==> src/rtl/ctr_pkg.sv <==
// ----------------------------------------------------------------------------
// ctr_pkg
// Shared constants, codes and types of the console terminal register block.
// ----------------------------------------------------------------------------
package ctr_pkg;

    // typeahead queue geometry
    localparam int TYPEAHEAD_DEPTH = 256;
    localparam int PTR_W           = $clog2(TYPEAHEAD_DEPTH);
    localparam int CNT_W           = $clog2(TYPEAHEAD_DEPTH + 1);
    localparam int ENTRY_W         = 9;
    localparam int BRK_BIT         = 8;

    // item field widths
    localparam int MODE_W = 4;
    localparam int WORD_W = 16;
    localparam int CHAR_W = 8;
    localparam int CFG_IDX_W = 2;

    // item operation codes
    localparam logic [MODE_W-1:0] MODE_RXCS_RD  = 4'd0;
    localparam logic [MODE_W-1:0] MODE_RXDB_RD  = 4'd1;
    localparam logic [MODE_W-1:0] MODE_TXCS_RD  = 4'd2;
    localparam logic [MODE_W-1:0] MODE_RXCS_WR  = 4'd3;
    localparam logic [MODE_W-1:0] MODE_TXCS_WR  = 4'd4;
    localparam logic [MODE_W-1:0] MODE_TXDB_WR  = 4'd5;
    localparam logic [MODE_W-1:0] MODE_HOST_CH  = 4'd6;
    localparam logic [MODE_W-1:0] MODE_POLL     = 4'd7;
    localparam logic [MODE_W-1:0] MODE_TX_DONE  = 4'd8;
    localparam logic [MODE_W-1:0] MODE_TA_CLEAR = 4'd9;

    // configuration register indexes
    localparam logic [CFG_IDX_W-1:0] CFG_RX_SEVEN = 2'd0;
    localparam logic [CFG_IDX_W-1:0] CFG_TX_SEVEN = 2'd1;
    localparam logic [CFG_IDX_W-1:0] CFG_HALT_EN  = 2'd2;

    // register bits
    localparam logic [WORD_W-1:0] CS_DONE   = 16'h0080;
    localparam logic [WORD_W-1:0] CS_IE     = 16'h0040;
    localparam int                CS_IE_BIT = 6;
    localparam logic [WORD_W-1:0] RB_ERR    = 16'h8000;
    localparam logic [WORD_W-1:0] RB_FRM    = 16'h2000;
    localparam logic [WORD_W-1:0] RB_BRK    = 16'h0400;
    localparam logic [CHAR_W-1:0] CHAR8     = 8'hFF;
    localparam logic [CHAR_W-1:0] CHAR7     = 8'h7F;

    // typeahead control and status
    typedef struct packed {
        logic               rd_req;   // read head entry (data next cycle)
        logic               put;
        logic               get;
        logic               clear;
        logic [ENTRY_W-1:0] put_data;
    } t_ta_cmd;

    typedef struct packed {
        logic               empty;
        logic               full;
        logic [ENTRY_W-1:0] rd_data;
    } t_ta_stat;

endpackage

==> src/rtl/ctr_if.sv <==
// ----------------------------------------------------------------------------
// ctr_if
// Handshake channels of the console terminal register block.
// ----------------------------------------------------------------------------
interface ctr_in_if import ctr_pkg::*; ();
    logic              valid;
    logic              ready;
    logic [MODE_W-1:0] mode;
    logic [WORD_W-1:0] write_data;
    logic [CHAR_W-1:0] host_char;
    logic              host_break;

    modport source (output valid, mode, write_data, host_char, host_break, input ready);
    modport sink   (input valid, mode, write_data, host_char, host_break, output ready);
endinterface

interface ctr_out_if import ctr_pkg::*; ();
    logic              valid;
    logic              ready;
    logic [WORD_W-1:0] read_data;
    logic              rx_interrupt;
    logic              tx_interrupt;
    logic              typeahead_accepted;
    logic              tx_char_valid;
    logic [CHAR_W-1:0] tx_char;
    logic              halt_request;

    modport source (output valid, read_data, rx_interrupt, tx_interrupt,
                    typeahead_accepted, tx_char_valid, tx_char, halt_request,
                    input ready);
    modport sink   (input valid, read_data, rx_interrupt, tx_interrupt,
                    typeahead_accepted, tx_char_valid, tx_char, halt_request,
                    output ready);
endinterface

interface ctr_cfg_if import ctr_pkg::*; ();
    logic                 valid;
    logic                 ready;
    logic [CFG_IDX_W-1:0] index;
    logic                 data;

    modport source (output valid, index, data, input ready);
    modport sink   (input valid, index, data, output ready);
endinterface

==> src/rtl/console_terminal_registers_unit.sv <==
// ----------------------------------------------------------------------------
// console_terminal_registers_unit
// Console terminal receive/transmit CSRs with a typeahead queue.
// ----------------------------------------------------------------------------
// Usage:
//   i_in  : one beat per operation (register read/write, host char, poll,
//           tx done, typeahead clear). i_in.ready is high while no beat is
//           being processed.
//   o_out : exactly one result beat per input beat, in order.
//   i_cfg : writes rx_seven_bit (0), tx_seven_bit (1), halt_enable (2);
//           always ready, other indexes are dropped. Write only when idle.
// Operation:
//   Accepting a beat also reads the queue head from the typeahead memory;
//   the execute step then applies the update and loads the output
//   register. A new beat is taken only once the execute step is done, as
//   the execute step uses the registered read of the typeahead memory.
//   o_out.valid is registered and rises after the execute step.
// Stall: while o_out holds an untaken beat, one more input beat is taken
//   and waits in the execute step until the output register frees.
// Reset: synchronous, active low; CSRs, queue pointers and config clear,
//   tx done sets. Queue memory contents are not cleared.
// ----------------------------------------------------------------------------
module console_terminal_registers_unit import ctr_pkg::*; (
    input  logic          i_clk,
    input  logic          i_rst_n,
    ctr_in_if.sink        i_in,
    ctr_out_if.source     o_out,
    ctr_cfg_if.sink       i_cfg
);

    localparam logic ST_IDLE = 1'b0;
    localparam logic ST_EXEC = 1'b1;

    logic r_state, n_state;

    // captured item
    logic [MODE_W-1:0] r_mode;
    logic [WORD_W-1:0] r_wdata;
    logic [CHAR_W-1:0] r_hchar;
    logic              r_hbrk;

    // config
    logic r_rx_seven, r_tx_seven, r_halt_en;

    // CSR state
    logic              r_rx_done, n_rx_done;
    logic              r_rx_ie, n_rx_ie;
    logic [WORD_W-1:0] r_rx_buf, n_rx_buf;
    logic              r_rx_pend, n_rx_pend;
    logic              r_tx_done, n_tx_done;
    logic              r_tx_ie, n_tx_ie;
    logic [CHAR_W-1:0] r_tx_buf, n_tx_buf;
    logic              r_tx_pend, n_tx_pend;

    // output register
    logic              r_out_valid;
    logic [WORD_W-1:0] r_rd, n_rd;
    logic              r_acc, n_acc;
    logic              r_txv, n_txv;
    logic [CHAR_W-1:0] r_txc, n_txc;
    logic              r_halt, n_halt;

    logic     in_fire, exec_fire, out_free, ie;
    t_ta_cmd  ta_cmd;
    t_ta_stat ta_stat;

    assign in_fire   = i_in.valid && i_in.ready;
    assign out_free  = !r_out_valid || o_out.ready;
    assign exec_fire = (r_state == ST_EXEC) && out_free;
    assign ie        = r_wdata[CS_IE_BIT];

    assign i_in.ready  = (r_state == ST_IDLE);
    assign i_cfg.ready = 1'b1;

    ctr_typeahead u_typeahead (
        .i_clk   (i_clk),
        .i_rst_n (i_rst_n),
        .i_cmd   (ta_cmd),
        .o_stat  (ta_stat)
    );

    always_comb begin
        n_state = r_state;
        unique case (r_state)
            ST_IDLE: if (in_fire) n_state = ST_EXEC;
            ST_EXEC: if (out_free) n_state = ST_IDLE;
            default: n_state = ST_IDLE;
        endcase
    end

    always_comb begin
        n_rx_done = r_rx_done;
        n_rx_ie   = r_rx_ie;
        n_rx_buf  = r_rx_buf;
        n_rx_pend = r_rx_pend;
        n_tx_done = r_tx_done;
        n_tx_ie   = r_tx_ie;
        n_tx_buf  = r_tx_buf;
        n_tx_pend = r_tx_pend;
        n_rd      = '0;
        n_acc     = 1'b0;
        n_txv     = 1'b0;
        n_txc     = '0;
        n_halt    = 1'b0;
        ta_cmd          = '0;
        ta_cmd.rd_req   = in_fire;
        ta_cmd.put_data = {r_hbrk, r_hchar};

        if (exec_fire) begin
            unique case (r_mode)
                MODE_RXCS_RD: begin
                    n_rd = (r_rx_done ? CS_DONE : '0) | (r_rx_ie ? CS_IE : '0);
                end
                MODE_RXDB_RD: begin
                    n_rd      = r_rx_buf;
                    n_rx_done = 1'b0;
                    n_rx_buf  = {8'h00, r_rx_buf[CHAR_W-1:0]};
                    n_rx_pend = 1'b0;
                end
                MODE_TXCS_RD: begin
                    n_rd = (r_tx_done ? CS_DONE : '0) | (r_tx_ie ? CS_IE : '0);
                end
                MODE_RXCS_WR: begin
                    if (!ie) begin
                        n_rx_pend = 1'b0;
                    end else if (r_rx_done && !r_rx_ie) begin
                        n_rx_pend = 1'b1;
                    end
                    n_rx_ie = ie;
                end
                MODE_TXCS_WR: begin
                    if (!ie) begin
                        n_tx_pend = 1'b0;
                    end else if (r_tx_done && !r_tx_ie) begin
                        n_tx_pend = 1'b1;
                    end
                    n_tx_ie = ie;
                end
                MODE_TXDB_WR: begin
                    n_tx_buf  = r_wdata[CHAR_W-1:0];
                    n_tx_done = 1'b0;
                    n_tx_pend = 1'b0;
                end
                MODE_HOST_CH: begin
                    // break with halt enabled flushes the queue before queuing
                    ta_cmd.clear = r_hbrk && r_halt_en;
                    n_acc        = ta_cmd.clear || !ta_stat.full;
                    ta_cmd.put   = n_acc;
                end
                MODE_POLL: begin
                    if (!r_rx_done && !ta_stat.empty) begin
                        ta_cmd.get = 1'b1;
                        if (ta_stat.rd_data[BRK_BIT]) begin
                            n_halt   = r_halt_en;
                            n_rx_buf = RB_ERR | RB_FRM | RB_BRK;
                        end else begin
                            n_rx_buf = {8'h00, ta_stat.rd_data[CHAR_W-1:0]
                                               & (r_rx_seven ? CHAR7 : CHAR8)};
                        end
                        n_rx_done = 1'b1;
                        if (r_rx_ie) begin
                            n_rx_pend = 1'b1;
                        end
                    end
                end
                MODE_TX_DONE: begin
                    if (!r_tx_done) begin
                        n_txv     = 1'b1;
                        n_txc     = r_tx_buf & (r_tx_seven ? CHAR7 : CHAR8);
                        n_tx_done = 1'b1;
                        if (r_tx_ie) begin
                            n_tx_pend = 1'b1;
                        end
                    end
                end
                MODE_TA_CLEAR: begin
                    ta_cmd.clear = 1'b1;
                end
                default: begin
                end
            endcase
        end
    end

    always_ff @(posedge i_clk) begin
        if (!i_rst_n) begin
            r_state     <= ST_IDLE;
            r_out_valid <= 1'b0;
            r_rx_done   <= 1'b0;
            r_rx_ie     <= 1'b0;
            r_rx_buf    <= '0;
            r_rx_pend   <= 1'b0;
            r_tx_done   <= 1'b1;
            r_tx_ie     <= 1'b0;
            r_tx_buf    <= '0;
            r_tx_pend   <= 1'b0;
            r_rx_seven  <= 1'b0;
            r_tx_seven  <= 1'b0;
            r_halt_en   <= 1'b0;
        end else begin
            r_state   <= n_state;
            r_rx_done <= n_rx_done;
            r_rx_ie   <= n_rx_ie;
            r_rx_buf  <= n_rx_buf;
            r_rx_pend <= n_rx_pend;
            r_tx_done <= n_tx_done;
            r_tx_ie   <= n_tx_ie;
            r_tx_buf  <= n_tx_buf;
            r_tx_pend <= n_tx_pend;
            if (exec_fire) begin
                r_out_valid <= 1'b1;
            end else if (o_out.ready) begin
                r_out_valid <= 1'b0;
            end
            if (i_cfg.valid) begin
                unique case (i_cfg.index)
                    CFG_RX_SEVEN: r_rx_seven <= i_cfg.data;
                    CFG_TX_SEVEN: r_tx_seven <= i_cfg.data;
                    CFG_HALT_EN:  r_halt_en  <= i_cfg.data;
                    default: begin
                    end
                endcase
            end
        end
    end

    // item capture and result payload
    always_ff @(posedge i_clk) begin
        if (in_fire) begin
            r_mode  <= i_in.mode;
            r_wdata <= i_in.write_data;
            r_hchar <= i_in.host_char;
            r_hbrk  <= i_in.host_break;
        end
        if (exec_fire) begin
            r_rd   <= n_rd;
            r_acc  <= n_acc;
            r_txv  <= n_txv;
            r_txc  <= n_txc;
            r_halt <= n_halt;
        end
    end

    assign o_out.valid              = r_out_valid;
    assign o_out.read_data          = r_rd;
    assign o_out.rx_interrupt       = r_rx_pend;
    assign o_out.tx_interrupt       = r_tx_pend;
    assign o_out.typeahead_accepted = r_acc;
    assign o_out.tx_char_valid      = r_txv;
    assign o_out.tx_char            = r_txc;
    assign o_out.halt_request       = r_halt;

`ifndef SYNTHESIS
    a_rx_pend_cause: assert property (@(posedge i_clk) disable iff (!i_rst_n)
        r_rx_pend |-> r_rx_ie && r_rx_done)
        else $error("rx interrupt without enable and done");

    a_tx_pend_cause: assert property (@(posedge i_clk) disable iff (!i_rst_n)
        r_tx_pend |-> r_tx_ie && r_tx_done)
        else $error("tx interrupt without enable and done");

    a_rxdb_clears: assert property (@(posedge i_clk) disable iff (!i_rst_n)
        exec_fire && r_mode == MODE_RXDB_RD |=> !r_rx_done && !r_rx_pend)
        else $error("rxdb read left done or interrupt set");

    a_exec_after_accept: assert property (@(posedge i_clk) disable iff (!i_rst_n)
        in_fire |=> r_state == ST_EXEC)
        else $error("accepted beat not executed");
`endif

endmodule

==> src/rtl/ctr_typeahead.sv <==
// ----------------------------------------------------------------------------
// ctr_typeahead
// Typeahead queue: circular buffer in a synchronous-read memory.
// ----------------------------------------------------------------------------
module ctr_typeahead import ctr_pkg::*; (
    input  logic     i_clk,
    input  logic     i_rst_n,
    input  t_ta_cmd  i_cmd,
    output t_ta_stat o_stat
);

    logic [ENTRY_W-1:0] r_mem [TYPEAHEAD_DEPTH];
    logic [ENTRY_W-1:0] r_rd_data;
    logic [PTR_W-1:0]   r_head, n_head;
    logic [PTR_W-1:0]   r_tail, n_tail;
    logic [CNT_W-1:0]   r_count, n_count;
    logic [PTR_W-1:0]   wr_addr;
    logic [PTR_W-1:0]   base_tail;
    logic [CNT_W-1:0]   base_count;

    function automatic logic [PTR_W-1:0] ptr_inc(input logic [PTR_W-1:0] p);
        if (p == PTR_W'(TYPEAHEAD_DEPTH - 1)) begin
            return '0;
        end
        return p + PTR_W'(1);
    endfunction

    // a clear that comes with a put takes effect first
    assign base_tail  = i_cmd.clear ? '0 : r_tail;
    assign base_count = i_cmd.clear ? '0 : r_count;
    assign wr_addr    = base_tail;

    always_comb begin
        n_head  = i_cmd.clear ? '0 : r_head;
        n_tail  = base_tail;
        n_count = base_count;
        if (i_cmd.put) begin
            n_tail  = ptr_inc(base_tail);
            n_count = base_count + CNT_W'(1);
        end else if (i_cmd.get) begin
            n_head  = ptr_inc(r_head);
            n_count = r_count - CNT_W'(1);
        end
    end

    always_ff @(posedge i_clk) begin
        if (!i_rst_n) begin
            r_head  <= '0;
            r_tail  <= '0;
            r_count <= '0;
        end else begin
            r_head  <= n_head;
            r_tail  <= n_tail;
            r_count <= n_count;
        end
    end

    always_ff @(posedge i_clk) begin
        if (i_cmd.put) begin
            r_mem[wr_addr] <= i_cmd.put_data;
        end
        if (i_cmd.rd_req) begin
            r_rd_data <= r_mem[r_head];
        end
    end

    assign o_stat.empty   = (r_count == '0);
    assign o_stat.full    = (r_count == CNT_W'(TYPEAHEAD_DEPTH));
    assign o_stat.rd_data = r_rd_data;

`ifndef SYNTHESIS
    a_count_range: assert property (@(posedge i_clk) disable iff (!i_rst_n)
        r_count <= CNT_W'(TYPEAHEAD_DEPTH))
        else $error("typeahead count beyond depth");

    a_put_grows: assert property (@(posedge i_clk) disable iff (!i_rst_n)
        i_cmd.put && !i_cmd.clear |=> r_count == $past(r_count) + CNT_W'(1))
        else $error("typeahead put did not grow the count");

    a_get_nonempty: assert property (@(posedge i_clk) disable iff (!i_rst_n)
        i_cmd.get |-> r_count != '0)
        else $error("typeahead get on empty queue");
`endif

endmodule
==> src/flat_wrapper.sv <==
// flat-port wrapper written by rule: the top's interface ports become plain ports
module console_terminal_registers_unit_flat import ctr_pkg::*;
  (i_clk, i_rst_n, i_in_valid, i_in_mode, i_in_write_data, i_in_host_char, i_in_host_break, i_in_ready, o_out_valid, o_out_read_data, o_out_rx_interrupt, o_out_tx_interrupt, o_out_typeahead_accepted, o_out_tx_char_valid, o_out_tx_char, o_out_halt_request, o_out_ready, i_cfg_valid, i_cfg_index, i_cfg_data, i_cfg_ready);
  ctr_in_if i_in_i ();
  ctr_out_if o_out_i ();
  ctr_cfg_if i_cfg_i ();
  input  logic i_clk;
  input  logic i_rst_n;
  input wire logic [$bits(i_in_i.valid)-1:0] i_in_valid;
  input wire logic [$bits(i_in_i.mode)-1:0] i_in_mode;
  input wire logic [$bits(i_in_i.write_data)-1:0] i_in_write_data;
  input wire logic [$bits(i_in_i.host_char)-1:0] i_in_host_char;
  input wire logic [$bits(i_in_i.host_break)-1:0] i_in_host_break;
  output wire logic [$bits(i_in_i.ready)-1:0] i_in_ready;
  output wire logic [$bits(o_out_i.valid)-1:0] o_out_valid;
  output wire logic [$bits(o_out_i.read_data)-1:0] o_out_read_data;
  output wire logic [$bits(o_out_i.rx_interrupt)-1:0] o_out_rx_interrupt;
  output wire logic [$bits(o_out_i.tx_interrupt)-1:0] o_out_tx_interrupt;
  output wire logic [$bits(o_out_i.typeahead_accepted)-1:0] o_out_typeahead_accepted;
  output wire logic [$bits(o_out_i.tx_char_valid)-1:0] o_out_tx_char_valid;
  output wire logic [$bits(o_out_i.tx_char)-1:0] o_out_tx_char;
  output wire logic [$bits(o_out_i.halt_request)-1:0] o_out_halt_request;
  input wire logic [$bits(o_out_i.ready)-1:0] o_out_ready;
  input wire logic [$bits(i_cfg_i.valid)-1:0] i_cfg_valid;
  input wire logic [$bits(i_cfg_i.index)-1:0] i_cfg_index;
  input wire logic [$bits(i_cfg_i.data)-1:0] i_cfg_data;
  output wire logic [$bits(i_cfg_i.ready)-1:0] i_cfg_ready;
  assign i_in_i.valid = i_in_valid;
  assign i_in_i.mode = i_in_mode;
  assign i_in_i.write_data = i_in_write_data;
  assign i_in_i.host_char = i_in_host_char;
  assign i_in_i.host_break = i_in_host_break;
  assign i_in_ready = i_in_i.ready;
  assign o_out_valid = o_out_i.valid;
  assign o_out_read_data = o_out_i.read_data;
  assign o_out_rx_interrupt = o_out_i.rx_interrupt;
  assign o_out_tx_interrupt = o_out_i.tx_interrupt;
  assign o_out_typeahead_accepted = o_out_i.typeahead_accepted;
  assign o_out_tx_char_valid = o_out_i.tx_char_valid;
  assign o_out_tx_char = o_out_i.tx_char;
  assign o_out_halt_request = o_out_i.halt_request;
  assign o_out_i.ready = o_out_ready;
  assign i_cfg_i.valid = i_cfg_valid;
  assign i_cfg_i.index = i_cfg_index;
  assign i_cfg_i.data = i_cfg_data;
  assign i_cfg_ready = i_cfg_i.ready;
  console_terminal_registers_unit u_core (.i_clk(i_clk), .i_rst_n(i_rst_n), .i_in(i_in_i), .o_out(o_out_i), .i_cfg(i_cfg_i));
endmodule
==> config.mk <==
export PLATFORM = sky130hd
export DESIGN_NAME = console_terminal_registers_unit_flat
export DESIGN_NICKNAME = d
export VERILOG_FILES = /design/src/rtl/ctr_pkg.sv /design/src/rtl/ctr_if.sv /design/src/rtl/console_terminal_registers_unit.sv /design/src/rtl/ctr_typeahead.sv /design/src/flat_wrapper.sv
export SDC_FILE = /design/constraint.sdc
export NUM_CORES = 2
export LEC_CHECK = 0
export BUFFER_PORTS_ARGS = -buffer_cell sky130_fd_sc_hd__clkbuf_2
export CAP_MARGIN = 30
export CORE_ASPECT_RATIO = 1.75
export CORE_MARGIN = 4
export CORE_UTILIZATION = 59
export DETAILED_ROUTE_END_ITERATION = 16
export PLACE_DENSITY_LB_ADDON = 0.25
export SKIP_CTS_REPAIR_TIMING = 1
export SYNTH_ARGS = -nofsm -noshare
export SYNTH_HDL_FRONTEND = slang
export SYNTH_SLANG_ARGS = --single-unit
==> constraint.sdc <==
create_clock -name i_clk -period 8.45 [get_ports i_clk]
set_input_delay 0.4225 -clock i_clk [delete_from_list [all_inputs] [get_ports i_clk]]
set_output_delay 0.4225 -clock i_clk [all_outputs]
set_load 0.01 [all_outputs]
==> summary.txt <==
Power
  • Overall power: 22.62 mW
  • PwrDens: 220.6 nW/um^2
  • Max VDD drop: 0.1647 mV
  • Static Leakage: 30.54 nW

Yosys
  • Post-synth top flop: edfxtp_1
  • Cell taking the most area after synthesis: edfxtp_1
  • Register area share after synthesis: 76.71%
  • Synthesis-stage register bit count: 2407
  • Cells after Synth: 4591
  • Post-synth EDFFs: 2354
  • Synth warn: 0
  • Top post-synthesis cells by area: edfxtp_1 76%, mux4_2 12%, mux2i_1 1.9%
  • Syn avg cell area: 20.37 sq um
  • Synth top area share: 75.57%
  • Synth async-reset ratio: 0%
  • Yosys cell types: 73
  • Synthesized cell area: 93540 sq um

Worst setup path
  • Worst Reg-to-Reg Cells: 8
  • CP max stage cell: nand2_1
  • Crit path launch type: flip-flop
  • CP top delay family: simple AND/OR/NAND/NOR gates
  • Crit path kind: flip-flop to flip-flop
  • Max FO, Critical Path: 82
  • Bufs and invs on worst path: 2
  • Cell Chain, Critical Path: buf_4, nand2_1, a2bb2oi_2, nand2b_1, o21ai_0, nand2_1, buf_4, nor2_1
  • Critical Path End Type: flip-flop
  • CP required: 8870 ps
  • Worst path max stage delay: 780 ps
  • CP arrival: 5440 ps
  • WP depth: 8

Place
  • Placed Area: 95790 sq um
  • Dpl ws: 3431 ps
  • Gpl congestion: 0.9924
  • Final HPWL DP: 135700 microns
  • Port Buf Inserts: 54

Route
  • Number of nets with antenna violations after routing: 0
  • DRC viols: 0
  • Via count: 45793
  • Drt wl/cell: 32.27 microns
  • Final wirelength: 222600 microns
  • First drt pass iteration count: 8
  • Vias per cell: 6.640
  • Drt initial violations: 5411

Global routing
  • Final global-route overflow total: 0
  • Number of global-route vias before repair: 46785
  • Initial antenna violation count: 4
  • First-pass GRT wire length: 324700 microns
  • All-layer global routing usage: 27.23%
  • Largest net degree at the start of global routing: 257

STA
  • Pins Over Slew Limit: 0
  • Worst slew pin tran: 1303 ps
  • Setup violators final: 0
  • Worst hold slack: 0.04696 ps
  • Max_slew headroom: 13.16%
  • RSZ-0062 raised after global routing: false
  • Final setup TNS: 0 ps
  • Hold Vio Cnt, Final: 0
  • Max Clock Freq: 0.1992 GHz
  • Clk_skew: 24.39 ps
  • Min Tclk post-route: 5020 ps
  • Final period utilization: 59.41%
  • Worst setup slack after layout: 3430 ps

Final layout
  • Area occupied by multi-input gates: 20050 sq um
  • Area grow syn2layout: 9.603%
  • Most frequent cells in the layout: 2354 x edfxtp_1, 500 x mux4_2, 304 x nor2_1
  • Fillers: 10229
  • Final #Nets: 4737
  • Finished Cell Area: 102500 sq um
  • Flip-flop and latch area: 71760 sq um
  • Layout cell share with drive strength beyond 1: 20.22%
  • Commonest non-fill, non-tap cell in the layout: edfxtp_1

Job
  • Max Cap Viol: 0

Floorplanning
  • IO Pins: 69
  • Total core area: 157900 sq um
  • Starting Density: 59.23%
  • Die Width: 309.0 microns
  • FP Rows: 193
  • Die area: 165200 sq um
  • Die H: 534.7 microns

Clock network
  • H-tree levels: 4
  • Clock sinks: 2407
  • CTS tree: yes
  • Clock Latency Late Sink: 820 ps
  • CTS Buf Count: 202
  • Clock Pin Slew Worst Setup and Hold Paths: 70 ps
  • Clock root buffer: clkbuf_16
  • Worst-case clock buffer depth: 4

Status
  • Status: complete, no violations

Min path
  • Tightest Hold Check Type: input pin to flip-flop
  • Hold Crit Depth: 4
[through the flow]
stage / cells / util [%]
after global routing: 6895 / 64.91
after global placement: 6490 / 60.49
after floorplan: 4595 / -
final: 6897 / 64.91
after detailed placement: 6507 / 60.66
after CTS: 6864 / 64.67
[per-layer routing]
metal / share of wire (%) / vias up / GRT usage (%) / wire, microns
met2: 51 / 2235 / 46.21 / 114400
met1: 34 / 23844 / 33.69 / 76230
li1: - / 19176 / - / -
met3: 6.8 / 536 / 3.520 / 15240
met5: 0.0031 / - / 0 / 7
met4: 7.5 / 2 / 16.54 / 16730
[Yosys cell counts (6+ instances only)]
cell type and n:
a211oi_1 22, a21boi_0 15, a21oi_1 102, a221oi_1 10, a22o_1 7, a22oi_1 187
and2_1 22, buf_1 26, buf_2 74, buf_4 24, buf_6 31, buf_8 19
clkbuf_1 115, dfxtp_1 53, edfxtp_1 2354, ha_1 6, inv_1 13, mux2i_1 175
mux4_2 500, nand2_1 102, nand2b_1 12, nand3_1 51, nand4_1 17, nor2_1 306
nor2b_1 28, nor3_1 31, nor3b_1 8, nor4_1 20, o211ai_1 19, o21ai_0 38
o221ai_1 39, o22a_1 7, o22ai_1 56, or3_1 18
[sequential cells by signal, summed over array words and instances, names as in the netlist, 4 cells and up]
| register | count |
|---|---|
| u_core.o_out.read_data | 9 |
| u_core.u_typeahead.r_head | 8 |
| u_core.u_typeahead.r_count | 9 |
| u_core.r_tx_buf | 8 |
| u_core.r_mode | 4 |
| u_core.u_typeahead.r_tail | 8 |
| u_core.o_out.tx_char | 8 |
| u_core.u_typeahead.r_rd_data | 9 |
| u_core.r_rx_buf | 9 |
| u_core.r_hchar | 8 |
| u_core.u_typeahead.r_mem | 2304 |
| u_core.r_wdata | 8 |
[where the power goes]
part	total (mW)	switching [mW]	internal, mW
Clock	9.15	4.08	5.08
Sequential	13.1	0.0116	13.1
Combinational	0.317	0.262	0.0550
Total	22.6	4.35	18.3
[cell families after synthesis]
family | Yosys count | synth area share [%]
flip-flops | 2407 | 76.71
adder cells (fa/ha/maj) | 6 | 0.08026
XOR/XNOR | 7 | 0.06555
other | 2 | 0.008029
buffers and inverters | 308 | 2.000
multiplexers | 680 | 13.97
AND/OR/NAND/NOR | 643 | 3.188
AO/OA/AOI/OAI | 538 | 3.980
[layout make-up]
| cell class | count | area share, % |
|---|---|---|
| diodes | 3 | 0.007323 |
| clock buffers | 253 | 5.208 |
| clock inverters | 104 | 0.9776 |
| inverters | 13 | 0.04760 |
| multi-input cells | 1880 | 19.56 |
| flip-flops and latches | 2407 | 70.00 |
| well taps | 2047 | 2.498 |
| repair buffers | 190 | 1.705 |
[tightest hold or removal path, cell delays in order]
cell	delay (ps)
clkbuf_2	100
nor3b_1	60
mux2i_1	140
nor2b_1	50
[path summary, 6_finish.rpt]
kind	slack, ps	startpoint	to
worst max-delay path	3430	u_core.r_hbrk	u_core.u_typeahead.r_mem[211][3]
worst min-delay path	0.05	i_cfg_index[0]	u_core.r_rx_seven
worst max register to register	3430	u_core.r_hbrk	u_core.u_typeahead.r_mem[211][3]
worst min register to register	460	u_core.r_rx_buf[2]	u_core.r_rx_buf[2]
Note: power is estimated with default switching activity, not from simulation.
